File: src/rtl/tld_pkg.sv
// ----------------------------------------------------------------------------
// tld_pkg
// Shared types and character codes for the terminal line editor: item
// structs, result kinds and the command/status bundles between the
// controller and the datapath.
// ----------------------------------------------------------------------------
package tld_pkg;

    // Character codes
    localparam logic [7:0] CH_EOT = 8'h04;
    localparam logic [7:0] CH_BS  = 8'h08;
    localparam logic [7:0] CH_LF  = 8'h0A;
    localparam logic [7:0] CH_CR  = 8'h0D;
    localparam logic [7:0] CH_SP  = 8'h20;
    localparam logic [7:0] CH_DEL = 8'h7F;

    // Operation codes
    localparam logic OP_RX   = 1'b0;
    localparam logic OP_READ = 1'b1;

    // Result kinds
    localparam logic [1:0] KIND_ECHO = 2'd0;
    localparam logic [1:0] KIND_DATA = 2'd1;
    localparam logic [1:0] KIND_DONE = 2'd2;
    localparam logic [1:0] KIND_INTR = 2'd3;

    typedef struct packed {
        logic       op;
        logic [7:0] rx_byte;
        logic [6:0] read_len;
    } t_in_item;

    typedef struct packed {
        logic [1:0] kind;
        logic [7:0] out_byte;
        logic [5:0] count;
        logic       ready_res;
        logic       last;
    } t_out_item;

    // Which result the datapath builds on a push
    typedef enum logic [2:0] {
        SEL_BS,
        SEL_SP,
        SEL_CR,
        SEL_CHAR,
        SEL_DATA,
        SEL_DONE_NR,
        SEL_DONE,
        SEL_INTR
    } t_sel;

    typedef struct packed {
        logic load;        // latch the accepted item
        logic apply_char;  // store the byte if room, flag line on LF
        logic erase;       // drop the last stored byte
        logic load_cnt;    // capture min(read_len, fill)
        logic clear_line;  // discard the line after a read
        logic push;        // load a result into the output register
        t_sel sel;
        logic last;
    } t_cmd;

    typedef struct packed {
        logic op;
        logic is_eot;
        logic is_erase;
        logic is_lf;
        logic fill_zero;
        logic line_ready;
        logic min_zero;
        logic idx_at_end;
        logic slot_free;
    } t_stat;

endpackage

File: src/rtl/tld_dp.sv
// ----------------------------------------------------------------------------
// tld_dp
// Datapath of the line editor: item latch, line store, fill count, line
// ready flag, read index and the output register.
// ----------------------------------------------------------------------------
module tld_dp #(
    parameter int LINE_LEN = 32
) (
    input  logic               i_clk,
    input  logic               i_rst_n,
    input  tld_pkg::t_in_item  i_item,
    input  tld_pkg::t_cmd      i_cmd,
    input  logic               i_out_ready,
    output tld_pkg::t_stat     o_stat,
    output logic               o_out_valid,
    output tld_pkg::t_out_item o_out_item
);
    import tld_pkg::*;

    localparam int FW = $clog2(LINE_LEN);
    localparam logic [FW-1:0] FILL_MAX = FW'(LINE_LEN - 1);

    logic            r_op;
    logic [7:0]      r_char;
    logic [6:0]      r_len;
    logic [FW-1:0]   r_fill;
    logic            r_line_ready;
    logic [FW-1:0]   r_cnt;
    logic [FW-1:0]   r_idx;
    logic [FW-1:0]   n_idx;
    logic [7:0]      r_mem [LINE_LEN];
    logic [7:0]      r_rd_data;
    logic            r_out_valid;
    t_out_item       r_out;
    t_out_item       n_res;
    logic [FW-1:0]   min_len;
    logic            room;
    logic [7:0]      rx_mapped;

    // Turn CR into LF on the way in
    assign rx_mapped = (i_item.rx_byte == CH_CR) ? CH_LF : i_item.rx_byte;

    // Latch the accepted item
    always_ff @(posedge i_clk) begin
        if (i_cmd.load) begin
            r_op   <= i_item.op;
            r_char <= rx_mapped;
            r_len  <= i_item.read_len;
        end
    end

    assign room    = (r_fill < FILL_MAX);
    assign min_len = (r_len < 7'(r_fill)) ? FW'(r_len) : r_fill;

    // Line state
    always_ff @(posedge i_clk) begin
        if (!i_rst_n) begin
            r_fill       <= '0;
            r_line_ready <= 1'b0;
        end else if (i_cmd.clear_line) begin
            r_fill       <= '0;
            r_line_ready <= 1'b0;
        end else if (i_cmd.erase) begin
            r_fill <= r_fill - 1'b1;
        end else if (i_cmd.apply_char) begin
            if (room) begin
                r_fill <= r_fill + 1'b1;
            end
            if (r_char == CH_LF) begin
                r_line_ready <= 1'b1;
            end
        end
    end

    // Hold the delivery count for a read
    always_ff @(posedge i_clk) begin
        if (i_cmd.load_cnt) begin
            r_cnt <= min_len;
        end
    end

    // Read index; the store is read at the next index so data is ready in time
    always_comb begin
        n_idx = r_idx;
        if (i_cmd.load) begin
            n_idx = '0;
        end else if (i_cmd.push && i_cmd.sel == SEL_DATA) begin
            n_idx = r_idx + 1'b1;
        end
    end

    always_ff @(posedge i_clk) begin
        r_idx <= n_idx;
    end

    // Line store: one write port, one registered read port
    always_ff @(posedge i_clk) begin
        if (i_cmd.apply_char && room) begin
            r_mem[r_fill] <= r_char;
        end
        r_rd_data <= r_mem[n_idx];
    end

    // Build the result selected by the controller
    always_comb begin
        n_res = '0;
        case (i_cmd.sel)
            SEL_BS: begin
                n_res.kind     = KIND_ECHO;
                n_res.out_byte = CH_BS;
            end
            SEL_SP: begin
                n_res.kind     = KIND_ECHO;
                n_res.out_byte = CH_SP;
            end
            SEL_CR: begin
                n_res.kind     = KIND_ECHO;
                n_res.out_byte = CH_CR;
            end
            SEL_CHAR: begin
                n_res.kind     = KIND_ECHO;
                n_res.out_byte = r_char;
            end
            SEL_DATA: begin
                n_res.kind     = KIND_DATA;
                n_res.out_byte = r_rd_data;
            end
            SEL_DONE_NR: begin
                n_res.kind = KIND_DONE;
            end
            SEL_DONE: begin
                n_res.kind      = KIND_DONE;
                n_res.count     = 6'(r_cnt);
                n_res.ready_res = 1'b1;
            end
            SEL_INTR: begin
                n_res.kind = KIND_INTR;
            end
            default: begin
                n_res = '0;
            end
        endcase
        n_res.last = i_cmd.last;
    end

    // Output register: load on push, release on the taking beat
    always_ff @(posedge i_clk) begin
        if (!i_rst_n) begin
            r_out_valid <= 1'b0;
        end else if (i_cmd.push) begin
            r_out_valid <= 1'b1;
        end else if (i_out_ready) begin
            r_out_valid <= 1'b0;
        end
    end

    always_ff @(posedge i_clk) begin
        if (i_cmd.push) begin
            r_out <= n_res;
        end
    end

    assign o_out_valid = r_out_valid;
    assign o_out_item  = r_out;

    // Status back to the controller
    always_comb begin
        o_stat.op         = r_op;
        o_stat.is_eot     = (r_char == CH_EOT);
        o_stat.is_erase   = (r_char == CH_DEL) || (r_char == CH_BS);
        o_stat.is_lf      = (r_char == CH_LF);
        o_stat.fill_zero  = (r_fill == '0);
        o_stat.line_ready = r_line_ready;
        o_stat.min_zero   = (min_len == '0);
        o_stat.idx_at_end = ((FW+1)'(r_idx) + 1'b1) == (FW+1)'(r_cnt);
        o_stat.slot_free  = !r_out_valid || i_out_ready;
    end

endmodule

File: src/rtl/tld_ctrl.sv
// ----------------------------------------------------------------------------
// tld_ctrl
// Controller of the line editor: decodes the latched item and steps through
// its results, one push per free output slot.
// ----------------------------------------------------------------------------
module tld_ctrl (
    input  logic           i_clk,
    input  logic           i_rst_n,
    input  logic           i_in_valid,
    input  tld_pkg::t_stat i_stat,
    output logic           o_in_ready,
    output tld_pkg::t_cmd  o_cmd
);
    import tld_pkg::*;

    typedef enum logic [3:0] {
        S_IDLE,
        S_DECODE,
        S_INTR,
        S_BS1,
        S_SP,
        S_BS2,
        S_CR,
        S_ECHO,
        S_DATA,
        S_DONE_NR,
        S_DONE
    } t_state;

    t_state r_state;
    t_state n_state;

    assign o_in_ready = (r_state == S_IDLE);

    // Next state and commands
    always_comb begin
        n_state = r_state;
        o_cmd   = '0;
        o_cmd.sel = SEL_CHAR;
        case (r_state)
            S_IDLE: begin
                if (i_in_valid) begin
                    o_cmd.load = 1'b1;
                    n_state    = S_DECODE;
                end
            end
            S_DECODE: begin
                if (i_stat.op == OP_READ) begin
                    if (!i_stat.line_ready) begin
                        n_state = S_DONE_NR;
                    end else begin
                        o_cmd.load_cnt = 1'b1;
                        n_state = i_stat.min_zero ? S_DONE : S_DATA;
                    end
                end else if (i_stat.is_eot) begin
                    n_state = S_INTR;
                end else if (i_stat.is_erase) begin
                    if (i_stat.fill_zero) begin
                        n_state = S_IDLE;
                    end else begin
                        o_cmd.erase = 1'b1;
                        n_state     = S_BS1;
                    end
                end else begin
                    o_cmd.apply_char = 1'b1;
                    n_state = i_stat.is_lf ? S_CR : S_ECHO;
                end
            end
            S_INTR: begin
                o_cmd.sel  = SEL_INTR;
                o_cmd.last = 1'b1;
                if (i_stat.slot_free) begin
                    o_cmd.push = 1'b1;
                    n_state    = S_IDLE;
                end
            end
            S_BS1: begin
                o_cmd.sel = SEL_BS;
                if (i_stat.slot_free) begin
                    o_cmd.push = 1'b1;
                    n_state    = S_SP;
                end
            end
            S_SP: begin
                o_cmd.sel = SEL_SP;
                if (i_stat.slot_free) begin
                    o_cmd.push = 1'b1;
                    n_state    = S_BS2;
                end
            end
            S_BS2: begin
                o_cmd.sel  = SEL_BS;
                o_cmd.last = 1'b1;
                if (i_stat.slot_free) begin
                    o_cmd.push = 1'b1;
                    n_state    = S_IDLE;
                end
            end
            S_CR: begin
                o_cmd.sel = SEL_CR;
                if (i_stat.slot_free) begin
                    o_cmd.push = 1'b1;
                    n_state    = S_ECHO;
                end
            end
            S_ECHO: begin
                o_cmd.sel  = SEL_CHAR;
                o_cmd.last = 1'b1;
                if (i_stat.slot_free) begin
                    o_cmd.push = 1'b1;
                    n_state    = S_IDLE;
                end
            end
            S_DATA: begin
                o_cmd.sel = SEL_DATA;
                if (i_stat.slot_free) begin
                    o_cmd.push = 1'b1;
                    if (i_stat.idx_at_end) begin
                        n_state = S_DONE;
                    end
                end
            end
            S_DONE_NR: begin
                o_cmd.sel  = SEL_DONE_NR;
                o_cmd.last = 1'b1;
                if (i_stat.slot_free) begin
                    o_cmd.push = 1'b1;
                    n_state    = S_IDLE;
                end
            end
            S_DONE: begin
                o_cmd.sel  = SEL_DONE;
                o_cmd.last = 1'b1;
                if (i_stat.slot_free) begin
                    o_cmd.push       = 1'b1;
                    o_cmd.clear_line = 1'b1;
                    n_state          = S_IDLE;
                end
            end
            default: begin
                n_state = S_IDLE;
            end
        endcase
    end

    // Hold state
    always_ff @(posedge i_clk) begin
        if (!i_rst_n) begin
            r_state <= S_IDLE;
        end else begin
            r_state <= n_state;
        end
    end

endmodule

File: src/rtl/tty_line_discipline_core.sv
// ----------------------------------------------------------------------------
// tty_line_discipline_core
// Canonical line editor for a serial terminal port.
// ----------------------------------------------------------------------------
// Each beat on the input is either a received byte or a read request. A byte
// is accepted, decoded and then gives its results in turn: an echo for a plain
// byte, an interrupt result, CR and the LF echo for a line end, BS, SP, BS for
// an erase and none for an erase on an empty line. The line store is read at
// the next index each cycle, so data bytes of a read leave one per cycle while
// the output is not stalled. The single output register sets the pace: every
// result needs a free output slot, so output stalls hold results back. The
// next item is accepted while the final result still waits in the output
// register. No clearing pass follows reset.
// ----------------------------------------------------------------------------
module tty_line_discipline_core #(
    parameter int LINE_LEN = 32
) (
    input  logic               i_clk,
    input  logic               i_rst_n,
    input  logic               i_in_valid,
    output logic               o_in_ready,
    input  tld_pkg::t_in_item  i_in_item,
    output logic               o_out_valid,
    input  logic               i_out_ready,
    output tld_pkg::t_out_item o_out_item
);
    import tld_pkg::*;

    t_cmd  cmd;
    t_stat stat;

    tld_ctrl u_ctrl (
        .i_clk      (i_clk),
        .i_rst_n    (i_rst_n),
        .i_in_valid (i_in_valid),
        .i_stat     (stat),
        .o_in_ready (o_in_ready),
        .o_cmd      (cmd)
    );

    tld_dp #(
        .LINE_LEN (LINE_LEN)
    ) u_dp (
        .i_clk       (i_clk),
        .i_rst_n     (i_rst_n),
        .i_item      (i_in_item),
        .i_cmd       (cmd),
        .i_out_ready (i_out_ready),
        .o_stat      (stat),
        .o_out_valid (o_out_valid),
        .o_out_item  (o_out_item)
    );

endmodule

File: config.mk
export PLATFORM = sky130hd
export DESIGN_NAME = tty_line_discipline_core
export DESIGN_NICKNAME = d
export VERILOG_FILES = /design/src/rtl/tld_pkg.sv /design/src/rtl/tld_dp.sv /design/src/rtl/tld_ctrl.sv /design/src/rtl/tty_line_discipline_core.sv
export SDC_FILE = /design/constraint.sdc
export NUM_CORES = 1
export LEC_CHECK = 0
export ABC_AREA = 1
export BUFFER_PORTS_ARGS = -buffer_cell sky130_fd_sc_hd__buf_2
export CORE_MARGIN = 2
export CORE_UTILIZATION = 30
export DETAILED_ROUTE_END_ITERATION = 16
export GPL_ROUTABILITY_DRIVEN = 0
export PLACE_DENSITY = 0.47
export SETUP_SLACK_MARGIN = 0.02
export SYNTH_ARGS = -nofsm -noshare
export SYNTH_HDL_FRONTEND = slang
export SYNTH_HIERARCHICAL = 1
export SYNTH_SLANG_ARGS = --single-unit
export TNS_END_PERCENT = 50
File: constraint.sdc
create_clock -name i_clk -period 3.3 [get_ports i_clk]
set_clock_uncertainty 0.05 [all_clocks]
set_input_delay 0.66 -clock i_clk [delete_from_list [all_inputs] [get_ports i_clk]]
set_output_delay 0.66 -clock i_clk [all_outputs]
set_load 0.05 [all_outputs]
## Yosys cells after proc, flatten, opt, wreduce, memory -nomap -nowiden

Memories as Yosys holds them, arrays and structs flattened. A register that Yosys moved wholly into a read port is not among the register bits.
Index checks and enable logic that the tools add are counted.

| storage, ports and cells | value |
|---|---|
| register bits | 55 |
| latch bits | 0 |
| RAM bits | 256 |
| ROM bits | 0 |
| bits of input ports | 20 |
| output and inout port bits | 20 |
| memories kept | 1 |

| operators by class | value |
|---|---|
| $add $sub $neg | 4 |
| multipliers | 0 |
| divide/modulo/power cells | 0 |
| $lt $le $gt $ge | 2 |
| equal/unequal tests | 30 |
| shift-type cells | 0 |
| multiplexer cells | 43 |
| bitwise logic cells | 2 |
| reductions and logical operators | 20 |

Memories:

| memory | words | width | rd ports | clocked after memory_dff | wr ports | RTL line | source |
|---|---|---|---|---|---|---|---|
| u_dp.r_mem | 32 | 8 | 1 | 1 | 1 | tld_dp.sv:31 | `logic [7:0] r_mem [LINE_LEN];` |

Operators with widths:

| operator | count |
|---|---|
| 4-bit two-way mux | 11 |
| 8-bit one-hot mux with 5 select lines | 1 |
| 4-bit one-hot mux with 8 select lines | 1 |
| 5-bit two-way mux | 6 |
| 4-bit one-hot mux with 7 select lines | 1 |
| 8-bit by 4-bit == test with 1-bit output, second input constant | 3 |
| 4-bit by 3-bit == test with 1-bit output, second input constant | 4 |
| 1-bit two-way mux | 16 |
| 3-bit == test, second input constant | 4 |
| 4-bit == test, second input constant | 3 |
| 2-bit inequality test, second input constant | 6 |
| 5-bit by 1-bit adder with 5-bit output, second input constant | 2 |
| 5-bit logical NOT | 2 |
| 2-bit two-way mux | 5 |
| 4-bit by 2-bit == test with 1-bit output, second input constant | 2 |
| 8-bit by 3-bit == test with 1-bit output, second input constant | 1 |
| 8-bit by 7-bit == test with 1-bit output, second input constant | 1 |
| 2-bit one-hot mux with 4 select lines | 1 |
| 7-bit by 5-bit less-than comparator with 1-bit output | 1 |
| 7-bit AND reduction | 1 |
| 5-bit by 1-bit adder with 6-bit output, second input constant | 1 |
| 3-bit by 2-bit == test with 1-bit output, second input constant | 2 |
| 6-bit by 5-bit == test with 1-bit output | 1 |
| 2-bit nonzero test | 3 |
| other kinds (17) | 22 |

## Logic depth before layout (Yosys ltp)

Gate-level depths: netlist of run 1.

| depth | value |
|---|---|
| depth after elaboration | 9 |
| mapped depth | 20 |
| gate-level depth less buffers | 19 |

## By module

The synthesis of run 1 kept the hierarchy.

Modules (own cells, without submodules):

| module | instances | cells an instance | area an instance (sq um) |
|---|---|---|---|
| tld_dp | 1 | 1392 | 14129.8 |
| tld_ctrl | 1 | 96 | 489.2 |

## Worst setup path after synthesis of run 1

OpenSTA, ideal clock, no wires.

| path | value |
|---|---|
| path type | reg2reg |
| start point | register u_dp.r_char[6] |
| end point | register u_dp.r_fill[4] |
| arrival time | 3510 ps |
| required time | 3180 ps |
| path slack | -329 ps |
| cell stages (with the launch flop) | 13 |
| path buffers | 0 |
| clock period less this slack | 3629 ps |
| cells stage by stage | edfxtp_1 -> nor4_1 -> inv_1 -> o32ai_1 -> inv_1 -> nor4_1 -> ha_1 -> nand2_1 -> nand2_1 -> a21oi_1 -> a21oi_1 -> or2_2 -> a21oi_1 |

RTL lines:

| element | RTL line | source |
|---|---|---|
| start, declared | tld_dp.sv:24 | `logic [7:0] r_char;` |
| start signal, assigned | tld_dp.sv:47 | `r_char <= rx_mapped;` |
| end signal, assigned | tld_dp.sv:64 | `r_fill <= r_fill - 1'b1;` |
| end signal, assigned | tld_dp.sv:67 | `r_fill <= r_fill + 1'b1;` |
| end, declared | tld_dp.sv:26 | `logic [FW-1:0] r_fill;` |

==> run metrics, run 1 <==
status=finished clean; final instance area=16900 um^2; LEAKAGE=7.14 nW; grt ovf=0; I/O Pins=40; pre-CTS WS=280 ps; Fin Setup TNS=0 ps; count leader, synth=inv_1; Arr. time, crit path=3460 ps; # nets final=1567; Syn Area/Cell=9.82 um^2; slew margin rel.=38.7%; WHS=237 ps; die area=50500 um^2; Crit. End Element=register; Post-CTS Resized=0; CTS sink cnt=318; top post-synthesis cells by count=inv_1, nand2_1, edfxtp_1; synthesized area=14600 um^2; fmax=0.325 GHz; initial drt markers=839; Crit Path Max Fanout=23; total power=0.0130 W; antenna viol nets, final=0; Detailed Route WL=42.0 mm; Synth Warn #=6; Slew @ Worst Pin=917 ps; DP HPWL=25.3 mm; initial antenna violation count=1; Placed Area=15700 um^2; largest net degree at the start of global routing=81; Max Cap Viol=0; clock root buffer=clkbuf_16; Max IR drop VDD=408 uV; Clock Tree Buf Depth=3; Seq/Total Area, Yosys=63.7%; vias post-DR=10437; setup bufs post-CTS=0; DR pass1 iterations=5; layout cells sized above 1=9.89%; core box area=47900 um^2; drt wl/cell=19.3 um; RSZ-0062 raised after global routing=yes; cell taking the most area after synthesis=edfxtp_1; Port Buffers=38; Synth async-reset ratio=0%; Clk Latency, worst-skew pair=550 ps; Site Rows=80; Final Hold Viols=0; worst setup margin=218 ps; Tcrit/Tclk final=93.4%; Synth area leaders=edfxtp_1, nand3_1, inv_1, nand2_1, nand4_1; number of global-route vias before repair=9966; CTS tree=done; startpoint type of the worst setup path=register; number of inserted diodes=0; PD cells=773 nW/um^2; H-tree levels=2; cts hold-fix bufs=0; Die H=225 um; Crit Path Class=register to register; Tightest Hold Check Type=input pin to register; CTS clk-pin slew, worst paths=60 ps; Most used DFF post-synth=edfxtp_1; number of enable flip-flop cells after synthesis=294; Pins Over Slew Limit=0; routed vias/inst=4.78; chip width=225 um; Worst Path Required=3680 ps; Gate Count Post-Synth=1488; area share of the largest cell type after synthesis=60.4%; All-Layer GR Usage=16.7%; Netlist cell types=40; Area growth syn-to-layout=15.3%; clock buffer count from CTS=37; Synth Register Bits=318; detailed-route DRC error count=0; Initial Util=30.5%; final setup fails=0; first-pass GRT wire length=63.0 mm; fin crit period=3080 ps
[stage by stage]
step,cells,util (%)
floorplan,1496,-
global placement,2113,32.7
detailed placement,2113,32.7
CTS,2181,35.1
global route,2182,35.2
finish,2182,35.2
[final timing paths]
check | startpoint | to | slack (ps) | cells after the start
setup / recovery | u_ctrl/r_state[3]$_SDFFE_PN0P_ | u_dp/r_rd_data[4]$_DFF_P_ | 220 | 18
hold / removal | i_in_item[15] | u_dp/r_op$_DFFE_PP_ | 240 | 1
setup reg to reg | u_ctrl/r_state[3]$_SDFFE_PN0P_ | u_dp/r_rd_data[4]$_DFF_P_ | 220 | 18
hold reg to reg | u_dp/r_line_ready$_SDFFE_PP0P_ | u_dp/r_line_ready$_SDFFE_PP0P_ | 440 | 2
[cell usage in the layout, fill, tap and decap left out, types with 4 or more instances in the layout]
cell type	synthesis	routed
clkinv_1	2	9
nand2_1	299	299
clkbuf_16	0	40
edfxtp_1	294	294
o21ai_0	13	13
xor2_1	8	8
nor2_2	3	4
nand3_1	243	241
nor2_1	69	68
nor3_1	5	5
nand2_2	6	6
buf_4	8	32
a21oi_1	12	11
conb_1	1	9
inv_1	307	305
nor4_1	7	6
clkbuf_1	30	13
ha_1	8	8
dfxtp_1	24	24
inv_2	2	4
buf_12	0	6
buf_2	30	38
clkinv_2	0	4
nand4_1	87	87
[per-layer routing]
| layer | global-route usage (%) | vias to the layer above | routed length [um] |
|---|---|---|---|
| met4 | 5.96 | 0 | 1150 |
| met1 | 23.7 | 5119 | 19600 |
| met2 | 25.7 | 228 | 19100 |
| met3 | 2.81 | 70 | 2160 |
| met5 | 0 | - | 0 |
| li1 | - | 5020 | - |
[power breakdown]
group	internal, W	switching [W]	total, W
sequential	0.00498	0.000202	0.00518
clock	0.00231	0.00161	0.00392
combinational	0.000966	0.00296	0.00393
[state kept, by name, indices dropped and copies added, names as in the netlist]
| signal | count |
|---|---|
| u_dp/r_op | 1 |
| u_dp/r_fill | 5 |
| u_dp/r_len | 7 |
| u_dp/r_rd_data | 8 |
| u_dp/r_idx | 5 |
| u_dp/r_cnt | 5 |
| u_dp/o_out_item | 17 |
| u_dp/r_mem | 256 |
| u_dp/o_out_valid | 1 |
| u_ctrl/r_state | 4 |
| u_dp/r_char | 8 |
| u_dp/r_line_ready | 1 |
[area by class of cell]
type | instances | area [um^2]
fill | 4802 | 31100
sequential | 318 | 9310
multi-input combinational | 792 | 3860
inverter | 311 | 1170
clock buffer | 55 | 1070
tap | 615 | 769
timing repair buffer | 78 | 603
clock inverter | 13 | 85.1
[critical path, stage by stage, from the launching register on]
cell	delay, ps
dfxtp_1	350
inv_1	110
nand2_1	160
nor2_1	60
nor2_1	220
o2111ai_2	260
nor2_4	230
nand3_4	130
nand2_2	160
nand3_4	120
inv_2	180
buf_12	220
nand2_1	80
nand3_1	70
nand3_1	110
nand3_1	260
nand2_1	100
nand2_1	70
nand2_1	50
[logic make-up (layout without fill, tap and decap cells)]
group           after synthesis  count (layout)  synth area share (%)
compound gates               37              37                  1.48
xor+xnor                      8               8                 0.479
fa+ha+maj                     9               9                 0.822
buf+inv                     386             457                  10.4
flops                       318             318                  63.7
other cells                   1               9                0.0257
simple gates                729             729                  23.1
Note: power is estimated with default switching activity, not from simulation.
==> run 2: changes to the inputs <==
Settings changed: CTS_BUF_LIST from default to sky130_fd_sc_hd__clkbuf_4 sky130_fd_sc_hd__clkbuf_8.
==> run metrics, run 2 (synthesized netlist as in run 1, its figures left out) <==
# nets final=1586 (was 1567); I/O Pins=40 (unchanged); Detailed Route WL=42.4 mm (was 42.0 mm); Crit Path Class=register to register (unchanged); CTS tree=done (unchanged); All-Layer GR Usage=16.9% (was 16.7%); largest net degree at the start of global routing=81 (unchanged); Slew @ Worst Pin=937 ps (was 917 ps); drt wl/cell=19.1 um (was 19.3 um); area occupied by multi-input gates=3860 um^2 (unchanged); Internal Power=0.00802 W (was 0.00826 W); Area growth syn-to-layout=15.3% (about the same); Net Sw Power=0.00480 W (was 0.00478 W); core box area=47900 um^2 (unchanged); Final Hold Viols=0 (unchanged); vias post-DR=10520 (was 10437); antenna viol nets, final=0 (unchanged); DP HPWL=25.3 mm (unchanged); H-tree levels=2 (unchanged); slew margin rel.=37.3% (was 38.7%); Die H=225 um (unchanged); grt ovf=0 (unchanged); reg2reg path depth=16 (was 18); Pins Over Slew Limit=0 (unchanged); first-pass GRT wire length=64.0 mm (was 63.0 mm); initial antenna violation count=1 (unchanged); commonest non-fill, non-tap cell in the layout=inv_1 (unchanged); number of inserted diodes=0 (unchanged); number of global-route vias before repair=10217 (was 9966); detailed-route DRC error count=0 (unchanged); Tcrit/Tclk final=92.7% (was 93.4%); Port Buffers=38 (unchanged); Largest Register=u_dp/r_mem (unchanged); fmax=0.327 GHz (was 0.325 GHz); initial drt markers=806 (was 839); Initial Util=30.5% (unchanged); final setup fails=0 (unchanged); CTS clk-pin slew, worst paths=60 ps (about the same); Seq. cell area=9310 um^2 (unchanged); Max IR drop VDD=384 uV (was 408 uV); chip width=225 um (unchanged); Post-CTS Resized=0 (unchanged); DR pass1 iterations=6 (was 5); setup bufs post-CTS=0 (unchanged); Clk Latency, worst-skew pair=640 ps (was 550 ps); Clk pwr share=29.0% (was 30.1%); fin crit period=3060 ps (was 3080 ps); LEAKAGE=7.19 nW (was 7.14 nW); routed vias/inst=4.74 (was 4.78); Site Rows=80 (unchanged); CTS sink cnt=318 (unchanged); cts hold-fix bufs=0 (unchanged); max reg flops=256 (unchanged); worst setup margin=241 ps (was 218 ps); layout cells sized above 1=12.6% (was 9.89%); Crit. End Element=register (unchanged); WHS=147 ps (was 237 ps); hold path cells=1 (unchanged); Cells after DPL=2113 (unchanged); Clock Tree Buf Depth=3 (unchanged); Worst Path Required=3790 ps (was 3680 ps); status=finished clean (unchanged); Crit Path Max Fanout=80 (was 23); Gate power share=30.6% (was 30.1%); PD cells=761 nW/um^2 (was 773 nW/um^2); Fillers=4855 (was 4802); Tightest Hold Check Type=input pin to register (unchanged); pre-CTS WS=280 ps (unchanged); startpoint type of the worst setup path=register (unchanged); Layout Cells excl Fill=2220 (was 2182); most frequent cells in the layout=inv_1, nand2_1, edfxtp_1 (unchanged); sw frac=37.5% (was 36.7%); Max Cap Viol=0 (unchanged); sequential share of power=40.4% (was 39.8%); Arr. time, crit path=3550 ps (was 3460 ps); clock root buffer=clkbuf_8 (was clkbuf_16); clock buffer count from CTS=56 (was 37); die area=50500 um^2 (unchanged)
[run 2: cell types whose count changed in the layout (fill, tap and decap cells not counted)]
cell       delta
clkbuf_8     +61
clkbuf_16    -39
clkbuf_4     +28
clkbuf_1     -13
clkinv_1      +3
buf_12        +1
buf_16        -1
bufinv_16     -1
clkinv_2      -1
[run 2: layout make-up]
cell class	instances	share of cell area (%)
timing repair buffer	78	3.53
clock inverter	14	0.364
sequential	318	55.2
inverter	311	6.93
multi-input combinational	792	22.9
clock buffer	92	6.47
tap	615	4.57
[run 2: through the flow]
stage / power (W) / setup TNS, ps / area [um^2] / utilization (%)
6_report: 0.0128 / 0 / 16900 / 35.2
5_1_grt: 0.0135 / -40.4 / 16900 / 35.2
4_1_cts: 0.0129 / 0 / 16800 / 35.1
3_5_place_dp: 0.00915 / 0 / 15700 / 32.7
3_3_place_gp: 0.00916 / 0 / 15700 / 32.7
2_1_floorplan: 0.00774 / -17.8 / 14700 / -
[run 2: power groups by stage]
stage	clock [W]	combinational [W]	sequential (W)
after floorplan	0	0.00209	0.00565
after global placement	0	0.00389	0.00527
after detailed placement	0	0.00388	0.00527
after CTS	0.00382	0.00389	0.00519
after global routing	0.00400	0.00430	0.00521
final	0.00372	0.00393	0.00518
[run 2: routing by layer]
| layer | vias up | track usage (%) | part of all wire [%] | routed length, um |
|---|---|---|---|---|
| met3 | 60 | 3.02 | 5.5 | 2330 |
| met2 | 275 | 26.5 | 46 | 19600 |
| met5 | - | 0 | 0 | 0 |
| li1 | 5066 | - | - | - |
| met4 | 0 | 4.25 | 1.8 | 768 |
| met1 | 5119 | 24.1 | 46 | 19700 |
[run 2: final timing paths]
kind                                       start                             end  slack (ps)
setup / recovery  u_ctrl/r_state[2]$_SDFFE_PN0P_       u_dp/r_rd_data[7]$_DFF_P_         240
hold / removal                     i_in_item[15]             u_dp/r_op$_DFFE_PP_         150
setup reg to reg  u_ctrl/r_state[2]$_SDFFE_PN0P_       u_dp/r_rd_data[7]$_DFF_P_         240
hold reg to reg   u_dp/r_line_ready$_SDFFE_PP0P_  u_dp/r_line_ready$_SDFFE_PP0P_         440
[run 2: critical path, stage by stage (launching register included)]
cell	delay (ps)
dfxtp_1	440
inv_1	80
nand2_2	100
nor2_1	60
nor2_1	200
o2111ai_2	260
nor2_4	230
nand3_4	130
nand2_2	140
buf_12	360
nand4_1	200
nand3_1	130
nand3_1	160
nand3_1	190
nand2_1	70
nand2_1	50
nand2_1	60
